**src/hw/rtl/pva_pkg.sv**
```systemverilog
`timescale 1ns / 1ps
// ----------------------------------------------------------------------------
// pva_pkg
// Shared types, sizes and the note-to-phase-increment table of the voice
// allocator.
// ----------------------------------------------------------------------------
package pva_pkg;

  localparam int VOICES         = 8;
  localparam int TABLE_POINTS   = 4096;
  localparam int SAMPLE_RATE_HZ = 32000;

  localparam int IDX_W   = (VOICES > 1) ? $clog2(VOICES) : 1;
  localparam int NOTE_W  = 7;
  localparam int VEL_W   = 7;
  localparam int VIDX_W  = 3;
  localparam int INC_W   = 11;
  localparam int NOTES   = 1 << NOTE_W;

  localparam int              Q_FRAC_BITS = 24;
  localparam longint unsigned INC_MAX     = 64'd2047;

  // Note frequencies of one octave starting at note 0, unsigned Q24.
  localparam longint unsigned NOTE_FREQ_Q24 [12] = '{
    64'd137167144, 64'd145323527, 64'd153964914, 64'd163120144,
    64'd172819773, 64'd183096171, 64'd193983636, 64'd205518503,
    64'd217739269, 64'd230686720, 64'd244404066, 64'd258937088
  };

  typedef logic [INC_W-1:0] inc_rom_t [NOTES];

  typedef enum logic [0:0] {
    ST_IDLE,
    ST_EXEC
  } state_e;

  typedef struct packed {
    logic load_in;
    logic exec;
  } pva_cmd_t;

  function automatic inc_rom_t build_inc_rom();
    inc_rom_t        rom;
    longint unsigned freq;
    longint unsigned inc;
    int              n;
    for (int o = 0; o < 11; o++) begin
      for (int k = 0; k < 12; k++) begin
        n = o * 12 + k;
        if (n < NOTES) begin
          freq = NOTE_FREQ_Q24[k] << o;
          inc  = ((freq * TABLE_POINTS) / SAMPLE_RATE_HZ) >> Q_FRAC_BITS;
          if (inc > INC_MAX) begin
            inc = INC_MAX;
          end
          rom[NOTE_W'(n)] = INC_W'(inc);
        end
      end
    end
    return rom;
  endfunction

  localparam inc_rom_t INC_ROM = build_inc_rom();

endpackage

```
**src/hw/rtl/pva_ctrl.sv**
```systemverilog
`timescale 1ns / 1ps
// ----------------------------------------------------------------------------
// pva_ctrl
// Sequencer of the voice allocator: takes an event, runs one update of the
// voice table and hands the result register to the output channel.
// ----------------------------------------------------------------------------
module pva_ctrl (
  input  logic              clk_i,
  input  logic              rst_ni,
  input  logic              in_valid_i,
  output logic              in_ready_o,
  output logic              out_valid_o,
  input  logic              out_ready_i,
  output pva_pkg::pva_cmd_t cmd_o
);

  pva_pkg::state_e state_q, state_d;
  logic            out_valid_q, out_valid_d;

  always_ff @(posedge clk_i or negedge rst_ni) begin
    if (!rst_ni) begin
      state_q     <= pva_pkg::ST_IDLE;
      out_valid_q <= 1'b0;
    end else begin
      state_q     <= state_d;
      out_valid_q <= out_valid_d;
    end
  end

  always_comb begin
    state_d       = state_q;
    out_valid_d   = out_valid_q && !out_ready_i;
    cmd_o.load_in = 1'b0;
    cmd_o.exec    = 1'b0;
    in_ready_o    = 1'b0;
    case (state_q)
      pva_pkg::ST_IDLE: begin
        in_ready_o = 1'b1;
        if (in_valid_i) begin
          cmd_o.load_in = 1'b1;
          state_d       = pva_pkg::ST_EXEC;
        end
      end
      pva_pkg::ST_EXEC: begin
        // hold until the result register is free
        if (!out_valid_q || out_ready_i) begin
          cmd_o.exec  = 1'b1;
          out_valid_d = 1'b1;
          state_d     = pva_pkg::ST_IDLE;
        end
      end
      default: begin
        state_d = pva_pkg::ST_IDLE;
      end
    endcase
  end

  assign out_valid_o = out_valid_q;

endmodule

```
**src/hw/rtl/pva_datapath.sv**
```systemverilog
`timescale 1ns / 1ps
// ----------------------------------------------------------------------------
// pva_datapath
// Voice table, free and match search, increment lookup and result register.
// ----------------------------------------------------------------------------
module pva_datapath (
  input  logic                        clk_i,
  input  logic                        rst_ni,
  input  pva_pkg::pva_cmd_t           cmd_i,
  input  logic [pva_pkg::NOTE_W-1:0]  note_i,
  input  logic [pva_pkg::VEL_W-1:0]   velocity_i,
  output logic                        found_o,
  output logic [pva_pkg::VIDX_W-1:0]  voice_index_o,
  output logic                        is_note_on_o,
  output logic [pva_pkg::INC_W-1:0]   phase_increment_o
);

  logic [pva_pkg::NOTE_W-1:0] note_q;
  logic [pva_pkg::VEL_W-1:0]  vel_q;

  logic [pva_pkg::VOICES-1:0] active_q;
  logic [pva_pkg::NOTE_W-1:0] voice_note_q [pva_pkg::VOICES];

  logic                       note_on;
  logic                       free_hit;
  logic                       match_hit;
  logic [pva_pkg::IDX_W-1:0]  free_idx;
  logic [pva_pkg::IDX_W-1:0]  match_idx;

  logic                       found_q;
  logic [pva_pkg::VIDX_W-1:0] vidx_q;
  logic                       on_q;
  logic [pva_pkg::INC_W-1:0]  inc_q;

  always_ff @(posedge clk_i) begin
    if (cmd_i.load_in) begin
      note_q <= note_i;
      vel_q  <= velocity_i;
    end
  end

  assign note_on = (vel_q != '0);

  // lowest free voice and lowest active voice holding the note
  always_comb begin
    free_hit  = 1'b0;
    match_hit = 1'b0;
    free_idx  = '0;
    match_idx = '0;
    for (int i = pva_pkg::VOICES - 1; i >= 0; i--) begin
      if (!active_q[i]) begin
        free_hit = 1'b1;
        free_idx = pva_pkg::IDX_W'(i);
      end
      if (active_q[i] && (voice_note_q[i] == note_q)) begin
        match_hit = 1'b1;
        match_idx = pva_pkg::IDX_W'(i);
      end
    end
  end

  always_ff @(posedge clk_i or negedge rst_ni) begin
    if (!rst_ni) begin
      active_q <= '0;
      for (int i = 0; i < pva_pkg::VOICES; i++) begin
        voice_note_q[i] <= '0;
      end
    end else if (cmd_i.exec) begin
      if (note_on && free_hit) begin
        active_q[free_idx]     <= 1'b1;
        voice_note_q[free_idx] <= note_q;
      end else if (!note_on && match_hit) begin
        active_q[match_idx]     <= 1'b0;
        voice_note_q[match_idx] <= '0;
      end
    end
  end

  always_ff @(posedge clk_i) begin
    if (cmd_i.exec) begin
      on_q <= note_on;
      if (note_on) begin
        found_q <= free_hit;
        vidx_q  <= free_hit ? pva_pkg::VIDX_W'(free_idx) : '0;
        inc_q   <= free_hit ? pva_pkg::INC_ROM[note_q] : '0;
      end else begin
        found_q <= match_hit;
        vidx_q  <= match_hit ? pva_pkg::VIDX_W'(match_idx) : '0;
        inc_q   <= '0;
      end
    end
  end

  assign found_o           = found_q;
  assign voice_index_o     = vidx_q;
  assign is_note_on_o      = on_q;
  assign phase_increment_o = inc_q;

endmodule

```
**src/hw/rtl/polyphonic_voice_allocator.sv**
```systemverilog
`timescale 1ns / 1ps
// ----------------------------------------------------------------------------
// polyphonic_voice_allocator
// Note-on/note-off voice allocator with phase increment lookup.
// ----------------------------------------------------------------------------
// Each note event gives one result. An event is taken in the idle state and
// the voice table is searched and updated in the execute state, so a new event
// is taken only after the last one is updated; the result sits in an output
// register and the next event is taken while it waits. A full result register
// that is not drained holds the update of the following event. Note-on claims
// the lowest free voice and returns the increment from a 128-entry table;
// note-off releases the lowest active voice holding the note.
module polyphonic_voice_allocator (
  input  logic                        clk_i,
  input  logic                        rst_ni,
  input  logic                        in_valid_i,
  output logic                        in_ready_o,
  input  logic [pva_pkg::NOTE_W-1:0]  note_i,
  input  logic [pva_pkg::VEL_W-1:0]   velocity_i,
  output logic                        out_valid_o,
  input  logic                        out_ready_i,
  output logic                        found_o,
  output logic [pva_pkg::VIDX_W-1:0]  voice_index_o,
  output logic                        is_note_on_o,
  output logic [pva_pkg::INC_W-1:0]   phase_increment_o
);

  pva_pkg::pva_cmd_t cmd;

  pva_ctrl u_ctrl (
    .clk_i       (clk_i),
    .rst_ni      (rst_ni),
    .in_valid_i  (in_valid_i),
    .in_ready_o  (in_ready_o),
    .out_valid_o (out_valid_o),
    .out_ready_i (out_ready_i),
    .cmd_o       (cmd)
  );

  pva_datapath u_datapath (
    .clk_i             (clk_i),
    .rst_ni            (rst_ni),
    .cmd_i             (cmd),
    .note_i            (note_i),
    .velocity_i        (velocity_i),
    .found_o           (found_o),
    .voice_index_o     (voice_index_o),
    .is_note_on_o      (is_note_on_o),
    .phase_increment_o (phase_increment_o)
  );

endmodule

```
**config.mk**
```make
export PLATFORM = sky130hd
export DESIGN_NAME = polyphonic_voice_allocator
export DESIGN_NICKNAME = d
export VERILOG_FILES = /design/src/hw/rtl/pva_pkg.sv /design/src/hw/rtl/pva_ctrl.sv /design/src/hw/rtl/pva_datapath.sv /design/src/hw/rtl/polyphonic_voice_allocator.sv
export SDC_FILE = /design/constraint.sdc
export NUM_CORES = 1
export LEC_CHECK = 0
export BUFFER_PORTS_ARGS = -buffer_cell sky130_fd_sc_hd__buf_2
export CORE_UTILIZATION = 55
export CTS_BUF_LIST = sky130_fd_sc_hd__clkbuf_4
export CTS_CLUSTER_DIAMETER = 120
export DETAILED_ROUTE_END_ITERATION = 8
export PLACE_DENSITY = 0.71
export SYNTH_ARGS = -nofsm -noshare
export SYNTH_HDL_FRONTEND = slang
export SYNTH_SLANG_ARGS = --single-unit
```
**constraint.sdc**
```tcl
create_clock -name clk_i -period 5 [get_ports clk_i]
set_input_delay 0.25 -clock clk_i [delete_from_list [all_inputs] [get_ports clk_i]]
set_output_delay 0.25 -clock clk_i [all_outputs]
set_load 0.005 [all_outputs]
```
Word-level counts from Yosys, hierarchy flattened --
Memory sizes are Yosys's and may differ from the RTL's. A register that Yosys moved wholly into a read port is not among the register bits. Index checks and enable logic that the tools add are counted.
Storage, ports and cells: bits in registers 85, ROM bits 1408, input port bits 18, output and inout port bits 18, logic and storage cells 124, memories 1
Memory list:
- (no name shown) | depth 128, width 11, read ports 1, clocked after memory_dff 1, write ports 0, line pva_datapath.sv:85 | inc_q <= free_hit ? pva_pkg::INC_ROM[note_q] : '0;
Operators by class: order comparisons 8, eq/ne operators 8, multiplexer cells 58, bitwise logic cells 9, reduce and logical (&&, ||, !) cells 24
Operators with widths (count):
- $mux W56 | 2
- $mux W3 | 19
- $and A56 B56 Y56 | 1
- $bwmux W56 | 1
- $eq A7 B7 Y1 | 8
- $not A56 Y56 | 1
- $demux W7 S3 | 2
- $mux W1 | 27
- $mux W8 | 2
- $logic_and A1 B1 Y1 | 15
- $mux W7 | 2
- $and A8 B8 Y8 | 1
- $ge A4 B4 Y1 const B | 2
- $lt A3 B4 Y1 const B | 2
- $lt A4 B1 Y1 const B | 2
- $not A3 Y4 | 2
- $not A7 Y8 | 1
- $not A8 Y8 | 1
- $or A8 B8 Y8 | 1
- $reduce_bool A7 Y1 | 1
- $demux W1 S3 | 2
- $ge A3 B1 Y1 const B | 2
- $logic_not A1 Y1 | 4
- $reduce_and A2 Y1 | 2
- other kinds (4) | 4

Logic depth before layout (Yosys ltp) --
depth after elaboration 19, mapped depth 9, gate-level depth less buffers 7

Hierarchy --
Synthesis repeated with hierarchy kept, for this count alone.
Second synthesis, totals: cell total of the unflattened synthesis 445, area total of the unflattened synthesis 4854.7 um^2
By module, submodules not included:
- pva_datapath | times used 1, cells an instance 437, area an instance 4760.8 um^2, seq. area each 2352.3 um^2
- pva_ctrl | times used 1, cells an instance 8, area an instance 93.8 um^2, seq. area each 50.0 um^2

Least setup slack after synthesis --
No wires, ideal clock.
kind register to register, start point register u_ctrl.out_valid_q (netlist: u_ctrl.out_valid_o), end point register u_datapath.active_q[6] (netlist bit), data arrival time 2009 ps, required time 4881 ps, setup slack 2872 ps, cell stages (with the launch flop) 8, path buffers 1, clock period less this slack 2128 ps, path through dfrtp_1 -> nand2b_1 -> and2_1 -> buf_2 -> nand2_2 -> or3_4 -> a2111oi_4 -> o21ba_1
RTL lines:
- start: declaration | line pva_ctrl.sv:18 | logic out_valid_q, out_valid_d;
- start signal: assignment | line pva_ctrl.sv:26 | out_valid_q <= out_valid_d;
- end signal: assignment | line pva_datapath.sv:64 | active_q <= '0;
- end signal: indexed assignment | line pva_datapath.sv:70 | active_q[free_idx] <= 1'b1;
- end signal: indexed assignment | line pva_datapath.sv:73 | active_q[match_idx] <= 1'b0;
- end: declaration | line pva_datapath.sv:21 | logic [pva_pkg::VOICES-1:0] active_q;

Worst setup path in the final report --
start point register u_datapath.note_q[5] (netlist bit), end point register u_datapath.vidx_q (netlist bit u_datapath.voice_index_o[0]), data pin
On the way: cells in the longest elaborated chain, start to end 12, elaborated cells between the ends (all ways) 34, those cells by class 8 x eq/ne; 18 x mux; 8 x reduce/logical
Ends and longest elaborated chain:
- start: declaration | line pva_datapath.sv:18 | logic [pva_pkg::NOTE_W-1:0] note_q;
- start signal: assignment | line pva_datapath.sv:37 | note_q <= note_i;
- $eq A7 B7 Y1 | line pva_datapath.sv:55 | if (active_q[i] && (voice_note_q[i] == note_q)) begin
- $logic_and A1 B1 Y1 | line pva_datapath.sv:55
- $mux W3 or $mux W1 (tied branches) (8 in series) | line pva_datapath.sv:55
- $mux W3 * | line pva_datapath.sv:88 | vidx_q <= match_hit ? pva_pkg::VIDX_W'(match_idx) : '0;
- $mux W3 * | line pva_datapath.sv:82 | if (note_on) begin
- end signal: assignment | line pva_datapath.sv:84 | vidx_q <= free_hit ? pva_pkg::VIDX_W'(free_idx) : '0;
- end signal: assignment | line pva_datapath.sv:88
- end: declaration | line pva_datapath.sv:31 | logic [pva_pkg::VIDX_W-1:0] vidx_q;
Every way passes the cells marked *; elsewhere a longest branch is shown, timed or not. A chain may end at the register's enable or synchronous reset.

==> reports/qor.txt <==
status - finished, violations left
failing checks - hold timing
Crit path required time - 5.24 ns
CP Capture Type - flop
post-synthesis compound-gate area fraction - 0.1820
worst rel slew slack - 0.2112
gr usage total - 0.2479
PwrDens - 536.0 mW/mm^2
Worst Setup Path Type - reg2reg
Simple-Gate Fraction of Synth Area - 0.1284
Synth Area in XOR/XNOR - 0.1005
GP Congestion - 0.8528
main area contributors after synthesis - dfrtp_1 (34%), edfxtp_1 (15%), xnor2_1 (5.4%)
CTS Buf Count - 9
mux cell area share after synthesis - 0.03768
Initial Utilization - 0.5652
synthesis-to-finish area growth - 8.075%
Final nets - 495
arrival time at the worst endpoint - 3.24 ns
DIE WIDTH - 96.21 microns
clock sinks - 91
CP Launch Type - flop
Primary FF master, synth - dfrtp_1
row cnt - 34
ANT cells - 0
vias per cell - 6.010
Setup TNS - 0 ns
RSZ-0062 raised after global routing - false
slowest stage delay, CP - 1.04 ns
Die Ht - 96.21 microns
H-tree depth - 3
Max rail drop VDD - 0.2557 mV
Antenna Violating Nets Remaining - 0
Clock Skews - 0.01872 ns
Worst Tran Pin Value - 1.171 ns
pin count of the biggest net entering global routing - 67
fmax - 0.3328 GHz
core footprint - 0.008636 sq mm
synth unique cells - 60
largest family of logic cells by synthesized area - compound AO/OA/AOI/OAI gates
Cell Area, Synth - 0.004881 sq mm
top-count cell post-synth - dfrtp_1
Hold Path Class - in2async
dominant cell type by area after synthesis - dfrtp_1
worst skew pair latency - 0.46 ns
number of synthesized register bits - 91
synth cell count leaders - dfrtp_1 (66), a21oi_1 (30), xnor2_1 (30)
Routed WL - 10.56 mm
hold slack - -0.03269 ns
CP Max Fanout - 24
area share of the largest cell type after synthesis - 0.3384
Cell Chain, Critical Path - xor2_1 > nor4_1 > nand2_1 > o21ai_1 > nor4bb_1 > o32ai_1
FFs w/ async S/R, synth - 0.7253
EDFF count, synth - 25
Yosys warning total - 0
leak pwr - 2.196 nW
Port-buffer cells - 30
GRT overflow - 0
Final setup viols - 0
post-DP HPWL - 6.662 mm
first-pass GRT wire length - 17.12 mm
Max Root-Sink Buffers - 2
Syn Area/Cell - 11.04 sq um
WL/cell - 17.99 microns
root buf cell - clkbuf_4
CTS tree - yes
fin worst setup slack - 1.995 ns
DR iter-0 viols - 226
fin util - 0.6108
initial antenna violation count - 0
Reg clk slew, reported paths - 0.16 ns
die area - 0.009255 sq mm
number of remaining DRC errors - 0
total iterations of the first detailed-routing run - 5
post_cts resized - 0
slowest CP cell - edfxtp_1
post-layout min period - 3.005 ns
routed vias - 3528
adder-cell share of the synthesized area - 0.007690
vias in the first global route - 3402
Period Utilization, post-route - 0.6010
I/O pin cnt - 36
layout cells sized above 1 - 0.1503
Hold Fails Final Rpt - 35
Max Cap Violations - 0
Slew Limit Fails - 0
Seq/Total Area, Yosys - 0.4922
Post-Place Setup Slack - 2.096 ns
synthesized netlist cell count - 442
==> power breakdown <==
part	leakage [nW]	internal (mW)	switching [mW]
logic	1.09	0.501	0.629
registers	1.04	1.08	0.244
clock network	0.0631	0.106	0.264
==> state kept, by name, summed over array words and instances, names as in the netlist <==
signal and flops:
u_datapath.voice_note_q 56, u_datapath.vel_q 7, u_datapath.phase_increment_o 6, u_ctrl.out_valid_o 1, u_datapath.voice_index_o 3, u_ctrl.state_q 1
u_datapath.is_note_on_o 1, u_datapath.note_q 7, u_datapath.found_o 1, u_datapath.active_q 8
==> path summary, 6_finish.rpt <==
| kind | start | end | slack [ns] | cells after the start |
|---|---|---|---|---|
| max reg2reg | u_datapath.note_q[5] | u_datapath.voice_index_o[0] | 2.00 | 6 |
| min | rst_ni | u_datapath.voice_note_q[9] | -0.03 | 2 |
| min reg2reg | u_ctrl.state_q | u_ctrl.out_valid_o | 0.52 | 2 |
| max in group asynchronous | rst_ni | u_datapath.voice_note_q[44] | 4.48 | 2 |
| min in group clk_i | in_valid_i | u_ctrl.state_q | 0.02 | 3 |
| max | u_datapath.note_q[5] | u_datapath.voice_index_o[0] | 2.00 | 6 |
==> worst max-delay path, delay by kind of cell (launching register included) <==
kind,cells,cell delay [ns]
flops,1,1.04
compound gates,2,0.95
simple gates,3,0.64
xor+xnor,1,0.16
==> per-layer routing <==
layer  part of all wire  GRT usage  up-vias
li1                   -          -     1680
met1               0.47     0.3431     1745
met2               0.48     0.3930       87
met3              0.033    0.04186       16
met4              0.016    0.08458        0
met5                  0          0        -
==> logic make-up after synthesis <==
| kind of cell | after synthesis |
|---|---|
| AO/OA/AOI/OAI | 123 |
| AND/OR/NAND/NOR | 108 |
| flip-flops | 91 |
| XOR/XNOR | 56 |
| buffers and inverters | 43 |
| multiplexers | 17 |
| adder cells (fa/ha/maj) | 3 |
| other | 1 |
==> per-stage QoR <==
stage	area, sq um	hold WS (ns)	std cells	total power, mW
2_1_floorplan	4896	-0.04559	446	2.163
3_3_place_gp	5016	0.4260	557	2.415
3_5_place_dp	5016	0.4281	557	2.450
4_1_cts	5275	0.0007923	587	2.829
5_1_grt	5275	0.02265	587	3.034
6_report	5275	-0.03269	587	2.827
==> cells in the final DEF (no fill, tap or decap), types with 6 or more instances in the layout <==
| cell | synthesis | routed |
|---|---|---|
| mux2i_1 | 15 | 15 |
| a22o_1 | 28 | 28 |
| inv_1 | 10 | 10 |
| o2bb2ai_1 | 7 | 7 |
| dlygate4sd3_1 | 0 | 14 |
| nand4_1 | 16 | 16 |
| edfxtp_1 | 25 | 25 |
| buf_4 | 13 | 6 |
| nand2_1 | 17 | 17 |
| nand3_1 | 10 | 10 |
| a21oi_1 | 30 | 30 |
| xor2_1 | 26 | 26 |
| dfrtp_1 | 66 | 66 |
| clkbuf_4 | 0 | 9 |
| o21ai_0 | 23 | 23 |
| nor2_1 | 26 | 26 |
| xnor2_1 | 30 | 30 |
| a22oi_1 | 8 | 8 |
| buf_2 | 6 | 30 |
| nor3_1 | 6 | 6 |
==> timing repair <==
action | 4_1_cts | 5_1_grt
endpoints found under the hold margin | 14 | 0
setup buffers | 0 | 0
setup endpoints to repair | 0 | 0
hold buffers | 14 | 0
==> area by class of cell <==
| class | instances | area (sq um) |
|---|---|---|
| fillers | 707 | 3361 |
| flip-flops and latches | 91 | 2402 |
| multi-input cells | 312 | 2246 |
| repair buffers | 50 | 335.3 |
| well taps | 108 | 135.1 |
| clock buffers | 9 | 67.56 |
| clock inverters | 7 | 51.30 |
| inverters | 10 | 37.54 |
(Power assumes the default switching activity.)
